$ cat src/hw/rtl/assert_macros.svh
// Assertion helpers; empty when synthesizing.
`ifndef ASSERT_MACROS_SVH
`define ASSERT_MACROS_SVH
`ifndef SYNTHESIS
`define LMS_ASSERT_IMP(label, clk, rst, ante, cons) \
  label: assert property (@(posedge clk) disable iff (rst) (ante) |-> (cons)) \
    else $error("assertion failed");
`define LMS_ASSERT_NXT(label, clk, rst, ante, cons) \
  label: assert property (@(posedge clk) disable iff (rst) (ante) |=> (cons)) \
    else $error("assertion failed");
`else
`define LMS_ASSERT_IMP(label, clk, rst, ante, cons)
`define LMS_ASSERT_NXT(label, clk, rst, ante, cons)
`endif
`endif

$ cat src/hw/rtl/lms_pkg.sv
package lms_pkg;

  localparam int MAX_SEQUENCE = 65536;
  localparam int MAX_WINDOW   = 32;

  localparam int CFG_W     = 6;
  localparam int CFG_IDX_W = 1;
  localparam int SYM_W     = 8;
  localparam int POS_W     = 16;
  localparam int WIN_W     = 17;
  localparam int SCORE_W   = 6;
  localparam int TIE_W     = 16;

  localparam logic [CFG_IDX_W-1:0] REG_WINDOW_LENGTH = 1'b0;
  localparam logic [CFG_IDX_W-1:0] REG_SCORE_LIMIT   = 1'b1;

  localparam logic [CFG_W-1:0] WINDOW_LENGTH_RESET = 6'd9;
  localparam logic [CFG_W-1:0] SCORE_LIMIT_RESET   = 6'd0;

  localparam logic [TIE_W-1:0] TIE_MAX = 16'hFFFF;

  localparam logic CMD_LOAD    = 1'b0;
  localparam logic CMD_COMPARE = 1'b1;

  localparam logic KIND_HIT     = 1'b0;
  localparam logic KIND_SUMMARY = 1'b1;

  typedef struct packed {
    logic             command;
    logic             start_new;
    logic [SYM_W-1:0] symbol;
    logic [POS_W-1:0] source_pos;
    logic [POS_W-1:0] target_pos;
    logic             last_target;
  } item_t;

  typedef struct packed {
    logic               kind;
    logic [WIN_W-1:0]   source_start;
    logic [WIN_W-1:0]   window_start;
    logic [WIN_W-1:0]   window_end;
    logic [SCORE_W-1:0] score;
    logic [TIE_W-1:0]   tie_count;
    logic               last;
  } result_t;

  typedef struct packed {
    logic load;
    logic start;
    logic run;
    logic finish;
    logic push_hit;
    logic push_sum;
  } lms_cmd_t;

  typedef struct packed {
    logic valid;
    logic last_issue;
    logic hit;
    logic summary;
  } lms_stat_t;

endpackage

$ cat src/hw/rtl/lms_ctrl.sv
module lms_ctrl (
  input  logic              clk,
  input  logic              rst,
  input  logic              item_valid,
  input  logic              item_command,
  input  logic              fifo_full,
  input  lms_pkg::lms_stat_t stat,
  output logic              item_ready,
  output lms_pkg::lms_cmd_t  cmd
);
  import lms_pkg::*;

  typedef enum logic [2:0] {
    IDLE,
    READ,
    DRAIN,
    UPDATE,
    EMIT_HIT,
    EMIT_SUM
  } state_t;

  state_t state, state_next;

  always_comb begin
    state_next = state;
    cmd        = '0;
    case (state)
      IDLE: begin
        if (item_valid && item_ready) begin
          if (item_command == CMD_COMPARE) begin
            cmd.start  = 1'b1;
            state_next = READ;
          end else begin
            cmd.load = 1'b1;
          end
        end
      end
      READ: begin
        if (!stat.valid) begin
          state_next = UPDATE;
        end else begin
          cmd.run = 1'b1;
          if (stat.last_issue) begin
            state_next = DRAIN;
          end
        end
      end
      DRAIN: begin
        state_next = UPDATE;
      end
      UPDATE: begin
        cmd.finish = 1'b1;
        state_next = EMIT_HIT;
      end
      EMIT_HIT: begin
        if (!stat.hit) begin
          state_next = EMIT_SUM;
        end else if (!fifo_full) begin
          cmd.push_hit = 1'b1;
          state_next   = EMIT_SUM;
        end
      end
      EMIT_SUM: begin
        if (!stat.summary) begin
          state_next = IDLE;
        end else if (!fifo_full) begin
          cmd.push_sum = 1'b1;
          state_next   = IDLE;
        end
      end
      default: begin
        state_next = IDLE;
      end
    endcase
  end

  always_ff @(posedge clk) begin
    if (rst) begin
      state      <= IDLE;
      item_ready <= 1'b0;
    end else begin
      state      <= state_next;
      item_ready <= (state_next == IDLE);
    end
  end

endmodule

$ cat config.mk
export PLATFORM = sky130hd
export DESIGN_NAME = lms_ctrl
export DESIGN_NICKNAME = d
export VERILOG_FILES = /design/src/hw/rtl/assert_macros.svh /design/src/hw/rtl/lms_pkg.sv /design/src/hw/rtl/lms_ctrl.sv
export SDC_FILE = /design/constraint.sdc
export NUM_CORES = 1
export LEC_CHECK = 0
export BUFFER_PORTS_ARGS = -buffer_cell sky130_fd_sc_hd__clkbuf_2
export CAP_MARGIN = 10
export CORE_AREA = 2 2 39 41
export CTS_CLUSTER_DIAMETER = 150
export DETAILED_ROUTE_END_ITERATION = 6
export DIE_AREA = 0 0 41 43
export GPL_TIMING_DRIVEN = 0
export PLACE_DENSITY_LB_ADDON = 0.15
export SYNTH_ARGS = -nofsm -noshare
export SYNTH_HDL_FRONTEND = slang
export SYNTH_SLANG_ARGS = --single-unit
$ cat constraint.sdc
create_clock -name clk -period 1.8 [get_ports clk]
set_clock_uncertainty 0.15 [all_clocks]
set_input_delay 0.18 -clock clk [delete_from_list [all_inputs] [get_ports clk]]
set_output_delay 0.18 -clock clk [all_outputs]
set_load 0.01 [all_outputs]
* After elaboration in Yosys (flattened, before gate mapping)
Index checks and enable logic that the tools add are counted.
** Storage, ports and cells
- Flip-flop bits (word level) :: 4
- Input bits :: 9
- Output and inout bits :: 7
- Word-level logic and storage cells :: 31
** Operators by class
- Equality and inequality tests :: 5
- Multiplexer cells :: 21
- Reductions and logical operators :: 3
** Operator list (count)
- 2-to-1 mux 3 bit :: 8
- case mux 3 bit (6 select lines) :: 1
- 2-to-1 mux 1 bit :: 10
- equality test 3 x 2 -> 1 bit, second input constant :: 2
- equality test 3 bit, second input constant :: 2
- logical NOT 3 bit :: 2
- 2-to-1 mux 2 bit :: 2
- equality test 3 x 1 -> 1 bit, second input constant :: 1
- logical AND 1 bit :: 1

* Logic depth before layout (Yosys ltp)
Gate-level depths: netlist (run 1).
- Depth after elaboration :: 4
- Gate-level depth with buffers :: 5
- Depth with buffers taken out :: 4

* Worst setup path after synthesis (run 1)
Ideal clock, no wire load.
- Kind :: flip-flop to output port
- From :: reg state[2]
- To :: out cmd[1] (netlist bit)
- Arrival :: 1019 ps
- Data required time :: 1470 ps
- Setup slack :: 451 ps
- Stages on the path, launching flop included :: 3
- Cell sequence :: dfxtp_1 > nand2b_1 > nor4b_1
** RTL lines
- from (decl) :: line lms_ctrl.sv:22 : state_t state, state_next;
- from (signal assigned) :: line lms_ctrl.sv:82 : state <= state_next;
- to (decl) :: line lms_ctrl.sv:9 : output lms_pkg::lms_cmd_t cmd

==> metrics.yaml, run 1 <==
sta:
  rsz0062_at_grt: "no"
  period_minus_slack_ps: 1660
  hold_violations: 0
  timing.fmax_ghz: 0.604
  tns_ps: 0
  worst_slew_pin_slew_ps: 271
  finalSetupViolations: 0
  slew_violations: 0
  period_share: 0.920
  relSlewSlack: 0.819
  setup_slack_ps: 143
grt:
  grt_first_pass_wirelength_microns: 924
  grt_pass1_vias: 243
  grt_remaining_overflow: 0
  track_usage: 0.0802
  antenna_found_initial: 0
  grt_max_degree: 11
placement:
  portBuffers: 15
  dpl_worst_slack_ps: 400
  dp_hpwl_microns: 519
  gp_congestion: 0.628
yosys:
  yosysWarnings: 0
  synth_nets: 45
  synth.distinct_cells: 20
  synthTopCellsByArea: "dfxtp_1, a21oi_1, nor2b_1, a21oi_4, nor3_1"
  synth-compound-area-share: 0.237
  synth_top_area_share: 0.271
  syn_area_sq_um: 295
  netlist_instances: 36
  synth_seq_area_share: 0.271
  synth_mux_area_frac: 0
  synthXorXnorAreaFrac: 0
  ys_top_cells_by_count: "a21oi_1, dfxtp_1, nand2_1"
  syn_avg_cell_area_sq_um: 8.20
  synthArstFlopShare: 0
  ys.flop_type: "dfxtp_1"
  synthSimpleGateAreaFrac: 0.441
  synth_edf_count: 0
  synth_fa_ha_area_frac: 0
  synth_top_family_by_area: "simple AND/OR/NAND/NOR gates"
  ys_ff_latch: 4
  yosysTopAreaCell: "dfxtp_1"
clocking:
  cts-resized-gates: 0
  cts_hold_buf: 0
  postCtsSetupRepairBufs: 0
  clkLatencyLatePin_ps: 230
  htreeDepth: 1
  clk_pin_slew_ps: 40
  cts_tree: "done"
  cts-root-buf: "clkbuf_4"
  cts_made_buffers: 3
  cts_buffer_depth: 2
  cts.sinks: 4
power_and_ir_drop:
  p_leak_uw: 0.000211
  ir_drop_v: 0.000377
  powerDensity_mw_per_mm2: 864
die:
  die-width_microns: 41
  initial_core_util: 0.213
  rows: 14
  dieArea_sq_mm: 0.00176
  ios: 16
  die_y_microns: 43
  coreArea_sq_mm: 0.00138
detailed_routing:
  postRouteAntennaNets: 0
  drt_iter0_markers: 0
  drc_errors: 0
  wire_per_inst_microns: 9.16
  wl_microns: 641
  routed_via_density: 4.30
  vias: 301
  firstDrtPassIters: 1
worst_setup_path:
  crit_type: "reg2out"
  cp.arrival_ps: 1330
  reg2regPathDepth: 4
  cp-start-kind: "register"
  cp_data_required_time_ps: 1470
  crit_path_end_kind: "primary output"
  r2r_start: "state[1]$_SDFF_PP0_"
  startpoint: "state[2]$_SDFF_PP0_"
  cp_max_fo: 8
min_path:
  hp-start: "rst"
  hold_class: "in2reg"
  hold_depth: 2
final_layout:
  syn2layout_area_growth_pct: 39.8
  fin_util: 0.298
  drive_above_1_share: 0.444
  n_antenna_cell: 0
  final_nets: 65
outcome:
  outcome: "finished clean"
run:
  cap_violations: 0
==> layout by cell type (no fill, tap or decap) <==
master / n
a21oi_4: 1
and3_1: 1
dfxtp_1: 4
clkbuf_4: 3
inv_1: 1
clkbuf_2: 15
o21ba_1: 1
nand2b_1: 2
nand3_1: 1
buf_6: 1
o21bai_2: 1
and3b_1: 1
nor3_1: 3
o211ai_2: 1
nor2_1: 3
nor4b_1: 1
a21oi_1: 4
nor2b_1: 3
nand4_1: 1
nor4_2: 1
nand2_1: 4
and2b_4: 1
==> kinds of logic after synthesis <==
kind of cell | after synthesis
compound gates | 8
buf+inv | 2
flops | 4
simple gates | 22
==> worst paths after layout <==
path / slack [ps] / to
setup / recovery: 140 / cmd[1]
hold / removal: 20 / state[0]$_SDFF_PP0_
setup reg to reg: 470 / item_ready$_SDFF_PP0_
hold reg to reg: 460 / state[1]$_SDFF_PP0_
==> critical path, cell delays in order (launching register included) <==
cell	delay, ps
dfxtp_1	460
nand2b_1	150
nor4b_1	300
clkbuf_2	180
==> sequential cells by signal (all words and copies together), names as in the netlist <==
name / flops
state: 3
item_ready: 1
==> routing by layer <==
metal	GRT usage	vias to the layer above	wire (microns)
li1	-	168	-
met1	0.109	123	318
met2	0.0969	10	281
met3	0.0157	0	41
met4	0.0800	0	0
met5	0	-	0
==> stage by stage <==
stage / total power, uW / cells / hold WS (ps) / cell area, sq um
after detailed placement: 251 / 67 / 255 / 390
after global placement: 252 / 67 / 257 / 390
after CTS: 366 / 70 / 9.64 / 413
after floorplan: 211 / 36 / 101 / 295
after global routing: 390 / 70 / 16.1 / 413
final: 357 / 70 / 19.9 / 413
==> cell type report <==
type | instances | area (sq um)
buffer | 1 | 11.3
clock buffer | 3 | 22.5
fill | 162 | 971
inverter | 1 | 3.75
multi-input combinational | 30 | 200
sequential | 4 | 80.1
tap | 16 | 20.0
timing repair buffer | 15 | 75.1
==> power by group <==
group / switching (uW) / leakage, uW / internal, uW / total [uW]
Combinational: 67.2 / 0.000164 / 67.2 / 134
Sequential: 10.2 / 0.0000328 / 104 / 114
Clock: 33.9 / 0.0000138 / 74.4 / 108
Power figures use the tool's default switching activity.
==> run 2: changes to the inputs <==
- ABC_AREA: unset -> 1
==> run 2 against run 1 <==
  * Routed wire length grew 13%
  * Flip-flop and latch count unchanged
  * Non-clock buffer count unchanged
  * Final cell count up 31%
  * Die area unchanged
  * Hold slack better by 180 ps
  * Register-to-register slack gained 90 ps
  * Via count increased by 25%
  * First-iteration DRC count is 7 higher
  * Cell area increased by 6.7%
  * Sequential power barely moved
==> metrics.yaml, run 2 <==
final_layout:
  nFillCells: 172
  n_antenna_cell: 0
  largest_reg_flops: 3
  fin_util: 0.318
  drive_above_1_share: 0.316
  syn2layout_area_growth_pct: 40.8
  top_register: "state"
  mostFrequentLayoutCell: "clkbuf_2"
  largestRegisters: "state x3, item_ready x1"
  final_nets: 87
  final_cell_mix: "clkbuf_2, nor2_1, inv_1, nand2_1, nand3_1"
  stdcell_count: 92
worst_setup_path:
  cp_data_required_time_ps: 1470
  cp-start-kind: "register"
  r2r_slack_ps: 560
  cp.arrival_ps: 1170
  crit_type: "reg2out"
  startpoint: "state[0]$_SDFF_PP0_"
  r2r_start: "state[0]$_SDFF_PP0_"
  crit_path_end_kind: "primary output"
  cp_max_fo: 7
placement:
  gp_congestion: 0.712
  dpl_worst_slack_ps: 522
  dp_hpwl_microns: 590
  portBuffers: 15
  numPlacedInstances: 88
yosys:
  synthTopCellsByArea: "dfxtp_1, nor2_1, nand3_1, inv_1, nand2_1"
  synth_edf_count: 0
  synth_top_area_share: 0.256
  netlist_instances: 57
  yosysTopAreaCell: "dfxtp_1"
  synth_seq_area_share: 0.256
  ys.flop_type: "dfxtp_1"
  yosysWarnings: 0
  synthArstFlopShare: 0
  ys_ff_latch: 4
  synth_nets: 66
  synth.most_common_cell: "nor2_1"
  synth.distinct_cells: 11
  syn_avg_cell_area_sq_um: 5.49
  syn_area_sq_um: 313
  ys_top_cells_by_count: "nor2_1, inv_1, nand2_1"
clocking:
  cts-resized-gates: 0
  postCtsSetupRepairBufs: 0
  cts_tree: "done"
  cts_made_buffers: 3
  cts_buffer_depth: 2
  cts-root-buf: "clkbuf_4"
  htreeDepth: 1
  clk_pin_slew_ps: 40
  clkLatencyLatePin_ps: 230
  cts.sinks: 4
sta:
  rsz0062_at_grt: "no"
  setup_slack_ps: 295
  period_minus_slack_ps: 1500
  period_share: 0.836
  finalSetupViolations: 0
  timing.fmax_ghz: 0.664
  hold_violations: 0
  tns_ps: 0
  worst_slew_pin_slew_ps: 276
  relSlewSlack: 0.816
  slew_violations: 0
die:
  die_y_microns: 43
  coreArea_sq_mm: 0.00138
  rows: 14
  ios: 16
  die-width_microns: 41
  dieArea_sq_mm: 0.00176
  initial_core_util: 0.226
grt:
  track_usage: 0.0954
  grt_max_degree: 8
  grt_remaining_overflow: 0
  antenna_found_initial: 0
  grt_pass1_vias: 305
  grt_first_pass_wirelength_microns: 1110
power_and_ir_drop:
  clkPwrFrac: 0.346
  power_frac_seq: 0.356
  intPower_uw: 212
  switchingPower_uw: 101
  p_leak_uw: 0.000264
  switching_share: 0.322
  ir_drop_v: 0.000318
  powerDensity_mw_per_mm2: 710
  total_power_uw: 313
  pwr-share-comb: 0.299
detailed_routing:
  routed_via_density: 4.08
  wire_per_inst_microns: 7.87
  drt_iter0_markers: 7
  wl_microns: 724
  firstDrtPassIters: 2
  vias: 375
  postRouteAntennaNets: 0
  drc_errors: 0
run:
  cap_violations: 0
outcome:
  outcome: "finished clean"
min_path:
  hold_class: "in2reg"
  hp-start: "stat[2]"
-- run 2: cell types whose count changed in the layout (fill, tap and decap cells not counted), moves of 2 or more --
cell / before / now
inv_2: 0 / 2
nor2_2: 0 / 3
nand3_1: 1 / 9
nor2_1: 3 / 14
nand2b_1: 2 / 0
inv_1: 1 / 10
a21oi_1: 4 / 0
nor2b_1: 3 / 0
nand2_1: 4 / 10
-- run 2: worst max-delay path, cell delays in order, from the launching register on --
cell and delay (ps):
dfxtp_1 380, nor2_2 150, nand2_1 120, nor3_1 140
clkbuf_2 150
-- run 2: path summary, 6_finish.rpt --
kind                                         endpoint  depth (start not counted)
worst min register to register    state[2]$_SDFF_PP0_                          4
worst max-delay path                           cmd[5]                          4
worst max register to register  item_ready$_SDFF_PP0_                          6
worst min-delay path              state[1]$_SDFF_PP0_                          5
-- run 2: routing by layer --
layer / routed length [microns] / track usage
met1: 328 / 0.109
met5: 0 / 0
met2: 363 / 0.134
met3: 24 / 0.0314
met4: 7 / 0.0800
-- run 2: final cells by class --
class	count	area [sq um]	area share
inverters	12	45.0	0.102
clock buffers	3	22.5	0.0511
repair buffers	16	85.1	0.193
well taps	16	20.0	0.0455
multi-input cells	41	188	0.426
flip-flops and latches	4	80.1	0.182
-- run 2: cells by family (layout without fill, tap and decap cells) --
group,Yosys count,in the layout,share of synthesized area
AO/OA/AOI/OAI,1,1,0.0160
buffers and inverters,12,31,0.144
AND/OR/NAND/NOR,40,40,0.584
flip-flops,4,4,0.256
-- run 2: repair_timing --
action | CTS | global route
hold buffers | 1 | 0
setup endpoints to repair | 0 | 0
hold endpoints to repair | 2 | 0
-- run 2: metrics by stage --
stage | cell area [sq um] | hold slack [ps]
4_1_cts | 440 | 205
3_3_place_gp | 408 | 244
2_1_floorplan | 313 | 102
6_report | 440 | 204
5_1_grt | 440 | 233
3_5_place_dp | 408 | 243
-- run 2: power by group through the flow --
stage                     Clock, uW  Sequential, uW  Combinational [uW]
after floorplan                   0             113                59.4
after global placement            0             112                92.9
after detailed placement          0             113                92.6
after CTS                       114             111                95.4
after global routing            118             112                 107
final                           108             111                93.4
