File: config.mk
export PLATFORM = sky130hd
export DESIGN_NAME = lms_fifo
export DESIGN_NICKNAME = d
export VERILOG_FILES = /design/src/hw/rtl/assert_macros.svh /design/src/hw/rtl/lms_pkg.sv /design/src/hw/rtl/lms_fifo.sv
export SDC_FILE = /design/constraint.sdc
export NUM_CORES = 1
export LEC_CHECK = 0
export BUFFER_PORTS_ARGS = -buffer_cell sky130_fd_sc_hd__clkbuf_2
export CORE_AREA = 4 4 108 151
export CTS_CLUSTER_SIZE = 16
export DETAILED_ROUTE_END_ITERATION = 16
export DIE_AREA = 0 0 112 155
export GPL_ROUTABILITY_DRIVEN = 0
export PLACE_DENSITY = 0.6
export RECOVER_POWER = 100
export SLEW_MARGIN = 10
export SYNTH_ARGS = -nofsm -noshare
export SYNTH_HDL_FRONTEND = slang
export SYNTH_SLANG_ARGS = --single-unit
File: constraint.sdc
create_clock -name clk -period 5.5 [get_ports clk]
set_input_delay 1.1 -clock clk [delete_from_list [all_inputs] [get_ports clk]]
set_output_delay 1.1 -clock clk [all_outputs]
set_load 0.005 [all_outputs]
File: src/hw/rtl/assert_macros.svh
// Assertion helpers; empty when synthesizing.
`ifndef ASSERT_MACROS_SVH
`define ASSERT_MACROS_SVH
`ifndef SYNTHESIS
`define LMS_ASSERT_IMP(label, clk, rst, ante, cons) \
  label: assert property (@(posedge clk) disable iff (rst) (ante) |-> (cons)) \
    else $error("assertion failed");
`define LMS_ASSERT_NXT(label, clk, rst, ante, cons) \
  label: assert property (@(posedge clk) disable iff (rst) (ante) |=> (cons)) \
    else $error("assertion failed");
`else
`define LMS_ASSERT_IMP(label, clk, rst, ante, cons)
`define LMS_ASSERT_NXT(label, clk, rst, ante, cons)
`endif
`endif

File: src/hw/rtl/lms_pkg.sv
package lms_pkg;

  localparam int MAX_SEQUENCE = 65536;
  localparam int MAX_WINDOW   = 32;

  localparam int CFG_W     = 6;
  localparam int CFG_IDX_W = 1;
  localparam int SYM_W     = 8;
  localparam int POS_W     = 16;
  localparam int WIN_W     = 17;
  localparam int SCORE_W   = 6;
  localparam int TIE_W     = 16;

  localparam logic [CFG_IDX_W-1:0] REG_WINDOW_LENGTH = 1'b0;
  localparam logic [CFG_IDX_W-1:0] REG_SCORE_LIMIT   = 1'b1;

  localparam logic [CFG_W-1:0] WINDOW_LENGTH_RESET = 6'd9;
  localparam logic [CFG_W-1:0] SCORE_LIMIT_RESET   = 6'd0;

  localparam logic [TIE_W-1:0] TIE_MAX = 16'hFFFF;

  localparam logic CMD_LOAD    = 1'b0;
  localparam logic CMD_COMPARE = 1'b1;

  localparam logic KIND_HIT     = 1'b0;
  localparam logic KIND_SUMMARY = 1'b1;

  typedef struct packed {
    logic             command;
    logic             start_new;
    logic [SYM_W-1:0] symbol;
    logic [POS_W-1:0] source_pos;
    logic [POS_W-1:0] target_pos;
    logic             last_target;
  } item_t;

  typedef struct packed {
    logic               kind;
    logic [WIN_W-1:0]   source_start;
    logic [WIN_W-1:0]   window_start;
    logic [WIN_W-1:0]   window_end;
    logic [SCORE_W-1:0] score;
    logic [TIE_W-1:0]   tie_count;
    logic               last;
  } result_t;

  typedef struct packed {
    logic load;
    logic start;
    logic run;
    logic finish;
    logic push_hit;
    logic push_sum;
  } lms_cmd_t;

  typedef struct packed {
    logic valid;
    logic last_issue;
    logic hit;
    logic summary;
  } lms_stat_t;

endpackage

File: src/hw/rtl/lms_fifo.sv
module lms_fifo (
  input  logic             clk,
  input  logic             rst,
  input  logic             push,
  input  lms_pkg::result_t din,
  output logic             full,
  output logic             valid,
  input  logic             ready,
  output lms_pkg::result_t dout
);
  import lms_pkg::*;

  result_t    entry [2];
  logic       wr_ptr;
  logic       rd_ptr;
  logic [1:0] count;
  logic       pop;

  assign full  = (count == 2'd2);
  assign valid = (count != 2'd0);
  assign dout  = entry[rd_ptr];
  assign pop   = valid && ready;

  always_ff @(posedge clk) begin
    if (push) begin
      entry[wr_ptr] <= din;
    end
  end

  always_ff @(posedge clk) begin
    if (rst) begin
      wr_ptr <= 1'b0;
      rd_ptr <= 1'b0;
      count  <= 2'd0;
    end else begin
      if (push) begin
        wr_ptr <= !wr_ptr;
      end
      if (pop) begin
        rd_ptr <= !rd_ptr;
      end
      count <= count + 2'(push) - 2'(pop);
    end
  end

endmodule

-- Yosys cells after proc, flatten, opt, wreduce, memory -nomap -nowiden
Memories as Yosys holds them, arrays and structs flattened. A register that Yosys moved wholly into a read port is not among the register bits.
Index checks and enable logic that the tools add are counted.
- flip-flop bits (word level): 4
- bits in writable memories: 150
- bits of input ports: 79
- output and inout bits: 77
- logic and storage cells: 15
- memories: 1
- memory list (memory ; depth ; width ; read ports ; clocked after memory_dff ; write ports ; RTL line ; RTL):
    entry ; 2 ; 75 ; 1 ; 1 ; 1 ; lms_fifo.sv:13 ; result_t entry [2];
- add/subtract/negate cells: 2
- equality and inequality tests: 1
- multiplexer cells: 4
- reductions and logical operators: 4
- operator list (kind ; number):
    $mux W1 ; 4
    $add A2 B1 Y2 ; 1
    $eq A2 B2 Y1 const B ; 1
    $logic_not A1 Y1 ; 2
    $reduce_bool A2 Y1 ; 1
    $sub A2 B1 Y2 ; 1
    $logic_and A1 B1 Y1 ; 1

-- Logic depth before layout (Yosys ltp)
Gate-level depths: netlist (run 1).
- depth in word-level cells: 4
- mapped depth: 6
- mapped depth without buffers: 6

-- Worst setup path after synthesis (run 1)
No wires, ideal clock.
- path kind: input to register
- start: in push
- end: mem entry[0][0] (netlist name), enable pin
- library setup time: 0.518 ns
- arrival: 4.384 ns
- data required time: 4.982 ns
- path slack: 0.598 ns
- cell stages on the path: 1
- buffers on the path: 0
- cells stage by stage: nor2b_1
- longest elaborated chain between the ends: 2
- ends and longest elaborated chain (what ; RTL line ; RTL):
    start, declared ; lms_fifo.sv:4 ; input logic push,
    $mux W1 ; lms_fifo.sv:25 ; if (push) begin
    $mux W1 (implied by the code) ; lms_fifo.sv:26 ; entry[wr_ptr] <= din;
    end, declared ; lms_fifo.sv:13 ;
No other way between the ends.

==> summary.md, run 1 <==
| Metric | Value |
|---|---|
| CP endpoint kind | `primary output` |
| Vias | `2,875` |
| Outcome | `finished with violations` |
| DRT iter0 DRCs | `85` |
| Drt pass-1 iters | `4` |
| Initial antenna violation count | `1` |
| Synth area leaders | `edfxtp_1 (77%), mux2_4 (13%), mux2_2 (5.2%)` |
| Final WL | `10,700 µm` |
| # DRC | `0` |
| Fmax | `249 MHz` |
| Fin crit share | `73.1%` |
| Final Skew | `0.00741 ns` |
| Post-cts resize count | `0` |
| Site row count | `53` |
| Post-synth top area cell | `edfxtp_1` |
| Fin Hold WS | `0.555 ns` |
| Endpoints failing hold | `0` |
| First-pass GRT wire length | `16,500 µm` |
| Fin util | `47.9%` |
| GRT Overall Usage | `12.4%` |
| Final cell count without fillers | `629` |
| Top-area cell type share of the netlist area | `76.9%` |
| Design Power | `3110 µW` |
| Clk_lat worst skew | `0.40 ns` |
| Maxcap violations | `3` |
| Most used flip-flop cell after synthesis | `edfxtp_1` |
| # hold bufs at CTS | `0` |
| CTS Sinks | `155` |
| Slew @ Worst Pin | `3.53 ns` |
| Slew Viols, Final | `154` |
| Max transition margin | `-135%` |
| Post-synthesis sequential area ratio | `78.6%` |
| Starting density of the core | `39.3%` |
| Crit Path Category | `flop to primary output` |
| Final Net Count | `505` |
| Die Y | `155 µm` |
| CP arrival | `2.92 ns` |
| Post-DP HPWL | `7050 µm` |
| CTS Buffer Depth | `2` |
| Core area | `14,900 µm²` |
| Post-synthesis register bit count | `155` |
| Setup bufs post-CTS | `0` |
| Worst Path Required | `4.40 ns` |
| H-tree depth | `4` |
| Synth unique cells | `15` |
| Crit-path max FO | `51` |
| Peak supply drop | `0.216 mV` |
| Layout area overhead | `22.0%` |
| Startpoint types | `flop` |
| TNS Setup | `0 ns` |
| Cell area power density | `434 nW/µm²` |
| Min-delay worst type | `flop to flop` |
| Async set-reset flop share out of synthesis | `0%` |
| Mapped cell area | `5860 µm²` |
| Leakage | `0.00253 µW` |
| Syn avg cell area | `22.9 µm²` |
| Syn. warnings | `0` |
| # diodes | `0` |
| Vias/cell | `4.57` |
| Average wire per cell in the routed design | `17.0 µm` |
| Clk root buf | `clkbuf_16` |
| Overflow after GRT | `0` |
| CTS buffer count | `17` |
| Vias in the first global route | `3,204` |
| TritonCTS clock tree | `built` |
| # IOs | `156` |
| CTS clk-pin slew, worst paths | `0.06 ns` |
| Port Buf Inserts | `155` |
| Setup Viol. Count Final | `0` |
| Tmin final | `4.02 ns` |
| RSZ-0062 raised after global routing | `false` |
| Cell count after placement | `597` |
| Die area | `17,400 µm²` |
| Routed Antenna Nets | `0` |
| Failing checks | `capacitance limit, slew limit` |
| Net Count, Synth | `337` |
| Syn Inst Count | `256` |
| Largest net degree at the start of global routing | `76` |
| Post-synth EDFFs | `150` |
| Die width | `112 µm` |
| Ratio of cells with drive above 1 in the final layout | `30.7%` |
-- state kept, by name (all words and copies together) (netlist names), named ones only --
| signal | flops |
|---|---|
| rd_ptr | 1 |
| entry | 150 |
| count | 2 |
| wr_ptr | 1 |
-- cell type report --
cell class              instances  area (µm²)
repair buffers                157         683
clock inverters                11         170
inverters                       2        7.51
fillers                      1350        7770
clock buffers                  21         450
multi-input cells              91         987
flip-flops and latches        155        4610
well taps                     192         240
-- synthesized netlist by cell type (2+ instances only) --
library cell	number
dfxtp_1	5
mux2_4	50
mux2_2	27
nor2b_1	4
nor2_1	3
buf_2	2
inv_1	2
ha_1	2
edfxtp_1	150
buf_6	6
-- routing by layer --
metal / GRT usage, % / up-vias / wire length (µm)
met5: 0 / - / 13
met4: 4.93 / 2 / 173
met3: 3.85 / 12 / 637
met2: 22.2 / 92 / 5790
met1: 13.5 / 1428 / 4110
li1: - / 1341 / -
-- through the flow --
step | area, µm² | setup WS [ns]
after floorplan | 5860 | 0.598
after global placement | 6820 | 2.41
after detailed placement | 6820 | 2.38
after CTS | 7440 | 1.95
after global routing | 7150 | 1.16
final | 7150 | 1.48
-- where the power goes --
part / switching (µW) / leakage, µW / internal [µW]
combinational: 198 / 0.000777 / 236
sequential: 66.0 / 0.00145 / 1390
clock: 440 / 0.000305 / 773
-- critical path, stage by stage, from the launching register on --
cell and delay (ns):
dfxtp_4 0.81, clkbuf_1 1.15, mux2_2 0.44, clkbuf_1 0.11
-- layout by cell type (no fill, tap or decap), drive strengths merged --
cell type,instances
clkinv,7
xnor2,1
bufinv,4
nor2b,4
and2,1
mux2,77
dfxtp,5
clkbuf,178
nor2,3
ha,2
o21a,1
or2,1
edfxtp,150
xnor3,1
inv,2
-- logic make-up (layout without fill, tap and decap cells) --
logic type	Yosys count	after routing	synth area share, %
multiplexers	77	77	18.0
adder cells (fa/ha/maj)	2	2	0.427
XOR/XNOR	2	2	0.534
AND/OR/NAND/NOR	9	9	0.833
buffers and inverters	10	191	1.45
flip-flops	155	155	78.6
AO/OA/AOI/OAI	1	1	0.128
-- worst paths after layout --
check        startpoint            to  slack (ns)  cells past startpoint
max                flop       dout[1]        1.48                      3
min              wr_ptr        wr_ptr        0.56                      2
min reg2reg      wr_ptr        wr_ptr        0.56                      2
max reg2reg      wr_ptr  entry[1][47]        2.10                      1
Power figures use the tool's default switching activity.
==> run 2, diff against run 1 <==
--- a/config.mk
+++ b/config.mk
@@ -5,6 +5,7 @@
 export SDC_FILE = /design/constraint.sdc
 export NUM_CORES = 1
 export LEC_CHECK = 0
+export ABC_AREA = 1
 export BUFFER_PORTS_ARGS = -buffer_cell sky130_fd_sc_hd__clkbuf_2
 export CORE_AREA = 4 4 108 151
 export CTS_CLUSTER_SIZE = 16
==> constraint.sdc (replaced) <==
create_clock -name clk -period 4.12 [get_ports clk]
set_input_delay 0.824 -clock clk [delete_from_list [all_inputs] [get_ports clk]]
set_output_delay 0.824 -clock clk [all_outputs]
set_load 0.005 [all_outputs]
==> summary.md, run 2 <==
| Metric | Value |
|---|---|
| TritonCTS clock tree | `built` |
| Fmax | `309 MHz` |
| TNS Setup | `0 ns` |
| Endpoints failing hold | `0` |
| Largest regs | `entry: 150 flops, count: 2 flops` |
| Peak supply drop | `0.345 mV` |
| Worst r2r src | `wr_ptr` |
| Post-synthesis register bit count | `155` |
| Average wire per cell in the routed design | `16.9 µm` |
| Post-synthesis sequential area ratio | `78.7%` |
| First-pass GRT wire length | `16,200 µm` |
| Net Count, Synth | `350` |
| Mapped cell area | `5850 µm²` |
| Overflow after GRT | `0` |
| Outcome | `finished with violations` |
| Most flops, register | `entry` |
| Ratio of cells with drive above 1 in the final layout | `31.3%` |
| Startpoint types | `flop` |
| Slew Viols, Final | `76` |
| CP Cell Sequence | `clkbuf_1, mux2_1, clkbuf_2` |
| Post-DP HPWL | `7240 µm` |
| Vias/cell | `4.56` |
| Final Net Count | `521` |
| Cell area power density | `569 nW/µm²` |
| Drt pass-1 iters | `4` |
| Layout area overhead | `22.7%` |
| Synth cell count leaders | `edfxtp_1 (150), mux2_4 (50), mux2_2 (25), nor2_1 (10), inv_1 (9)` |
| CP endpoint kind | `primary output` |
| CP arrival | `2.42 ns` |
| # diodes | `0` |
| Setup Viol. Count Final | `0` |
| DRT iter0 DRCs | `81` |
| Hold_sp | `rd_ptr` |
| Design Power | `4090 µW` |
| Largest net degree at the start of global routing | `76` |
| Max incr delay on CP | `0.78 ns` |
| Clk_lat worst skew | `0.40 ns` |
| Vias | `2,938` |
| Worst Path Required | `3.30 ns` |
| Initial antenna violation count | `1` |
| Final WL | `10,900 µm` |
| Most used flip-flop cell after synthesis | `edfxtp_1` |
| # IOs | `156` |
| Syn. warnings | `0` |
| CTS Buffer Depth | `2` |
| Most common cell after layout, fill and taps aside | `edfxtp_1` |
| Starting density of the core | `39.2%` |
| Die Y | `155 µm` |
| Die width | `112 µm` |
| Core area | `14,900 µm²` |
| Max transition margin | `-31.2%` |
| Async set-reset flop share out of synthesis | `0%` |
| Fin crit share | `78.7%` |
| CTS buffer count | `17` |
| Crit Path Category | `flop to primary output` |
| Slowest library cell on the worst path | `dfxtp_4` |
| Vias in the first global route | `3,241` |
| Top-count cell post-synth | `edfxtp_1` |
| Max FFs per register | `150` |
| Port Buf Inserts | `155` |
| Failing checks | `capacitance limit, slew limit` |
| Top-area cell type share of the netlist area | `77.0%` |
| RSZ-0062 raised after global routing | `false` |
| CTS clk-pin slew, worst paths | `0.06 ns` |
| # hold bufs at CTS | `0` |
| H-tree depth | `4` |
| Post-synth EDFFs | `150` |
| Setup bufs post-CTS | `0` |
| Die area | `17,400 µm²` |
| Post-synth top area cell | `edfxtp_1` |
| GRT Overall Usage | `12.4%` |
| CTS Sinks | `155` |
| Synth area leaders | `edfxtp_1 (77%), mux2_4 (13%), mux2_2 (4.8%)` |
| Final Skew | `0.00616 ns` |
| Leakage | `0.00258 µW` |
| # DRC | `0` |
| Synth unique cells | `13` |
| Syn Inst Count | `269` |
| Syn avg cell area | `21.8 µm²` |
| Slew @ Worst Pin | `1.97 ns` |
| Most frequent cells in the layout | `edfxtp_1 (150), clkbuf_2 (81), clkbuf_1 (79)` |
| Clk root buf | `clkbuf_16` |
| Crit-path max FO | `48` |
| Tmin final | `3.24 ns` |
| Min-delay worst type | `flop to flop` |
| Maxcap violations | `1` |
| Routed Antenna Nets | `0` |
| Post-cts resize count | `0` |
| Filler cells | `1,336` |
| Site row count | `53` |
run 2: cell types whose count changed after synthesis, sizes merged, moves of 2 or more:
cell / previous run / this run
nor2: 3 / 10
inv: 2 / 9
nor2b: 4 / 0
mux2: 77 / 75
nand3: 0 / 2
nand2: 0 / 6
run 2: final timing paths:
check	cells past startpoint	slack [ns]	endpoint
hold reg to reg	2	0.52	flop
hold / removal	2	0.52	flop
setup reg to reg	2	1.81	entry[0][70]
setup / recovery	3	0.88	dout[49]
run 2: logic make-up (layout without fill, tap and decap cells):
family,count (synthesis),after routing,share of synthesized area (%)
adder cells (fa/ha/maj),2,2,0.427
flip-flops,155,155,78.7
AND/OR/NAND/NOR,19,19,1.28
buffers and inverters,17,201,1.90
AO/OA/AOI/OAI,1,1,0.0854
multiplexers,75,75,17.6
run 2: routing by layer:
layer	GRT usage (%)	wire length (µm)	part of all wire, %
met2	23.1	5870	54
met4	4.18	138	1.3
met3	4.79	853	7.8
met5	0	20	0.18
met1	12.4	3990	37
run 2: final cells by class:
class                           instances  area (µm²)  area share [%]
Timing Repair Buffer                  160         706            9.83
Sequential cell                       155        4610            64.2
Clock inverter                         13         180            2.51
Inverter                                9        35.0           0.488
Tap cell                              192         240            3.35
Multi-Input combinational cell         97         968            13.5
Clock buffer                           19         443            6.17
run 2: critical path: cells and delay by family (launching register included):
kind	cells	cell delay, ns
buffers and inverters	2	0.82
muxes	1	0.41
DFF	1	0.78
run 2: metrics by stage:
step / instances / instance area (µm²) / hold slack (ns) / utilization, % / setup WS (ns)
after floorplan: 269 / 5860 / 0.467 / - / 0.903
after global routing: 645 / 7180 / 0.548 / 48.1 / 0.670
final: 645 / 7180 / 0.525 / 48.1 / 0.879
after CTS: 645 / 7460 / 0.517 / 50.0 / 1.02
after global placement: 613 / 6840 / 0.489 / 45.9 / 1.49
after detailed placement: 613 / 6840 / 0.493 / 45.9 / 1.45
run 2: where the power goes:
| group | switching [µW] | total [µW] | internal, µW |
|---|---|---|---|
| Clock | 631 | 1620 | 988 |
| Sequential | 79.5 | 1920 | 1840 |
| Combinational | 265 | 549 | 284 |
==> run 3, diff against run 2 <==
==> constraint.sdc (replaced) <==
create_clock -name clk -period 3 [get_ports clk]
set_input_delay 0.6 -clock clk [delete_from_list [all_inputs] [get_ports clk]]
set_output_delay 0.6 -clock clk [all_outputs]
set_load 0.005 [all_outputs]
==> summary.md, run 3 (synthesis gave the netlist of run 2 again) <==
| Metric | Value |
|---|---|
| Most common cell after layout, fill and taps aside | `edfxtp_1` |
| Routed Antenna Nets | `0` |
| Vias/cell | `4.56` |
| CTS Sinks | `155` |
| RSZ-0062 raised after global routing | `false` |
| Fmax | `382 MHz` |
| CTS Buffer Depth | `2` |
| First-pass GRT wire length | `16,800 µm` |
| Overflow after GRT | `0` |
| Crit-path max FO | `38` |
| Routed met1 length | `4100 µm` |
| Most flops, register | `entry` |
| Initial antenna violation count | `2` |
| Die Y | `155 µm` |
| Slew @ Worst Pin | `2.10 ns` |
| Worst Path Required | `2.40 ns` |
| TNS Setup | `0 ns` |
| Layout area overhead | `23.6%` |
| Outcome | `finished with violations` |
| Clk_lat worst skew | `0.40 ns` |
| Setup bufs post-CTS | `0` |
| Average wire per cell in the routed design | `16.8 µm` |
| Final Skew | `0.00641 ns` |
| Maxcap violations | `2` |
| Cell area power density | `783 nW/µm²` |
| Min-delay worst type | `primary input to flop` |
| # DRC | `0` |
| Peak supply drop | `0.365 mV` |
| # hold bufs at CTS | `0` |
| CP arrival | `2.01 ns` |
| # diodes | `0` |
| TritonCTS clock tree | `built` |
| Die width | `112 µm` |
| Setup Viol. Count Final | `0` |
| Fin crit share | `87.1%` |
| Endpoints failing hold | `0` |
| Met2 wire length | `5820 µm` |
| Slew Viols, Final | `97` |
| Leakage | `0.00261 µW` |
| Post-DP HPWL | `7220 µm` |
| Drt pass-1 iters | `4` |
| H-tree depth | `4` |
| Design Area, Final | `7230 µm²` |
| Largest net degree at the start of global routing | `77` |
| Failing checks | `capacitance limit, slew limit` |
| Port Buf Inserts | `155` |
| CTS buffer count | `17` |
| Largest regs | `entry: 150 flops, count: 2 flops` |
| CP endpoint kind | `primary output` |
| Max transition margin | `-40.2%` |
| # IOs | `156` |
| DR top layer | `met5` |
| Vias in the first global route | `3,297` |
| Die area | `17,400 µm²` |
| Max FFs per register | `150` |
| Clk root buf | `clkbuf_16` |
| Post-cts resize count | `0` |
| Startpoint types | `flop` |
| Wire length on met3 | `800 µm` |
| Tmin final | `2.61 ns` |
| Starting density of the core | `39.2%` |
| Area after DPL | `6900 µm²` |
| Final Net Count | `522` |
| Ratio of cells with drive above 1 in the final layout | `31.9%` |
| Crit Path Category | `flop to primary output` |
| CTS clk-pin slew, worst paths | `0.06 ns` |
| Vias | `2,943` |
| Core area | `14,900 µm²` |
| Final WL | `10,900 µm` |
| Most frequent cells in the layout | `edfxtp_1 (150), clkbuf_2 (81), clkbuf_1 (79)` |
| DRT iter0 DRCs | `70` |
| GRT Overall Usage | `12.7%` |
| Site row count | `53` |
[run 3: cell count changes in the layout (fill, tap and decap cells not counted), moves of 2 or more]
cell / before / now
buf_12: 0 / 3
mux2_1: 49 / 46
mux2_4: 3 / 6
inv_8: 2 / 0
[run 3: worst paths after layout]
| path | depth (start not counted) | start | slack (ns) | endpoint |
|---|---|---|---|---|
| max | 3 | flop | 0.39 | dout[45] |
| min | 1 | din[14] | 0.38 | entry[1][14] |
| max reg2reg | 2 | wr_ptr | 0.49 | entry[0][74] |
| min reg2reg | 2 | wr_ptr | 0.52 | wr_ptr |
[run 3: through the flow]
stage | utilization [%] | hold WS (ns) | power, µW | setup slack (ns) | std cells
floorplan | - | 0.467 | 3280 | 0.00681 | 269
global placement | 46.2 | 0.493 | 3650 | 0.850 | 614
detailed placement | 46.2 | 0.504 | 3670 | 0.839 | 614
CTS | 50.4 | 0.359 | 5920 | 0.397 | 646
global route | 48.5 | 0.357 | 5930 | 0.239 | 646
finish | 48.5 | 0.380 | 5660 | 0.386 | 646
[run 3: worst max-delay path, stage by stage, from the launching register on]
cell      delay [ns]
dfxtp_4         0.71
clkbuf_2        0.38
mux2_1          0.38
clkbuf_2        0.12
[run 3: cell type report]
class,count,area [µm²]
inverters,9,35.0
fillers,1362,7690
multi-input cells,97,972
clock buffers,19,433
well taps,192,240
repair buffers,161,754
clock inverters,13,190
flip-flops and latches,155,4610
[run 3: metal layers]
layer	up-vias	GRT usage [%]
met5	-	0
met4	4	4.81
met1	1440	13.0
met3	16	4.98
met2	91	23.1
li1	1392	-
[run 3: report_power, final]
group,internal [µW],switching (µW),total (µW)
Clock,1400,828,2230
Combinational,417,393,809
Sequential,2530,96.0,2620
Total,4340,1320,5660
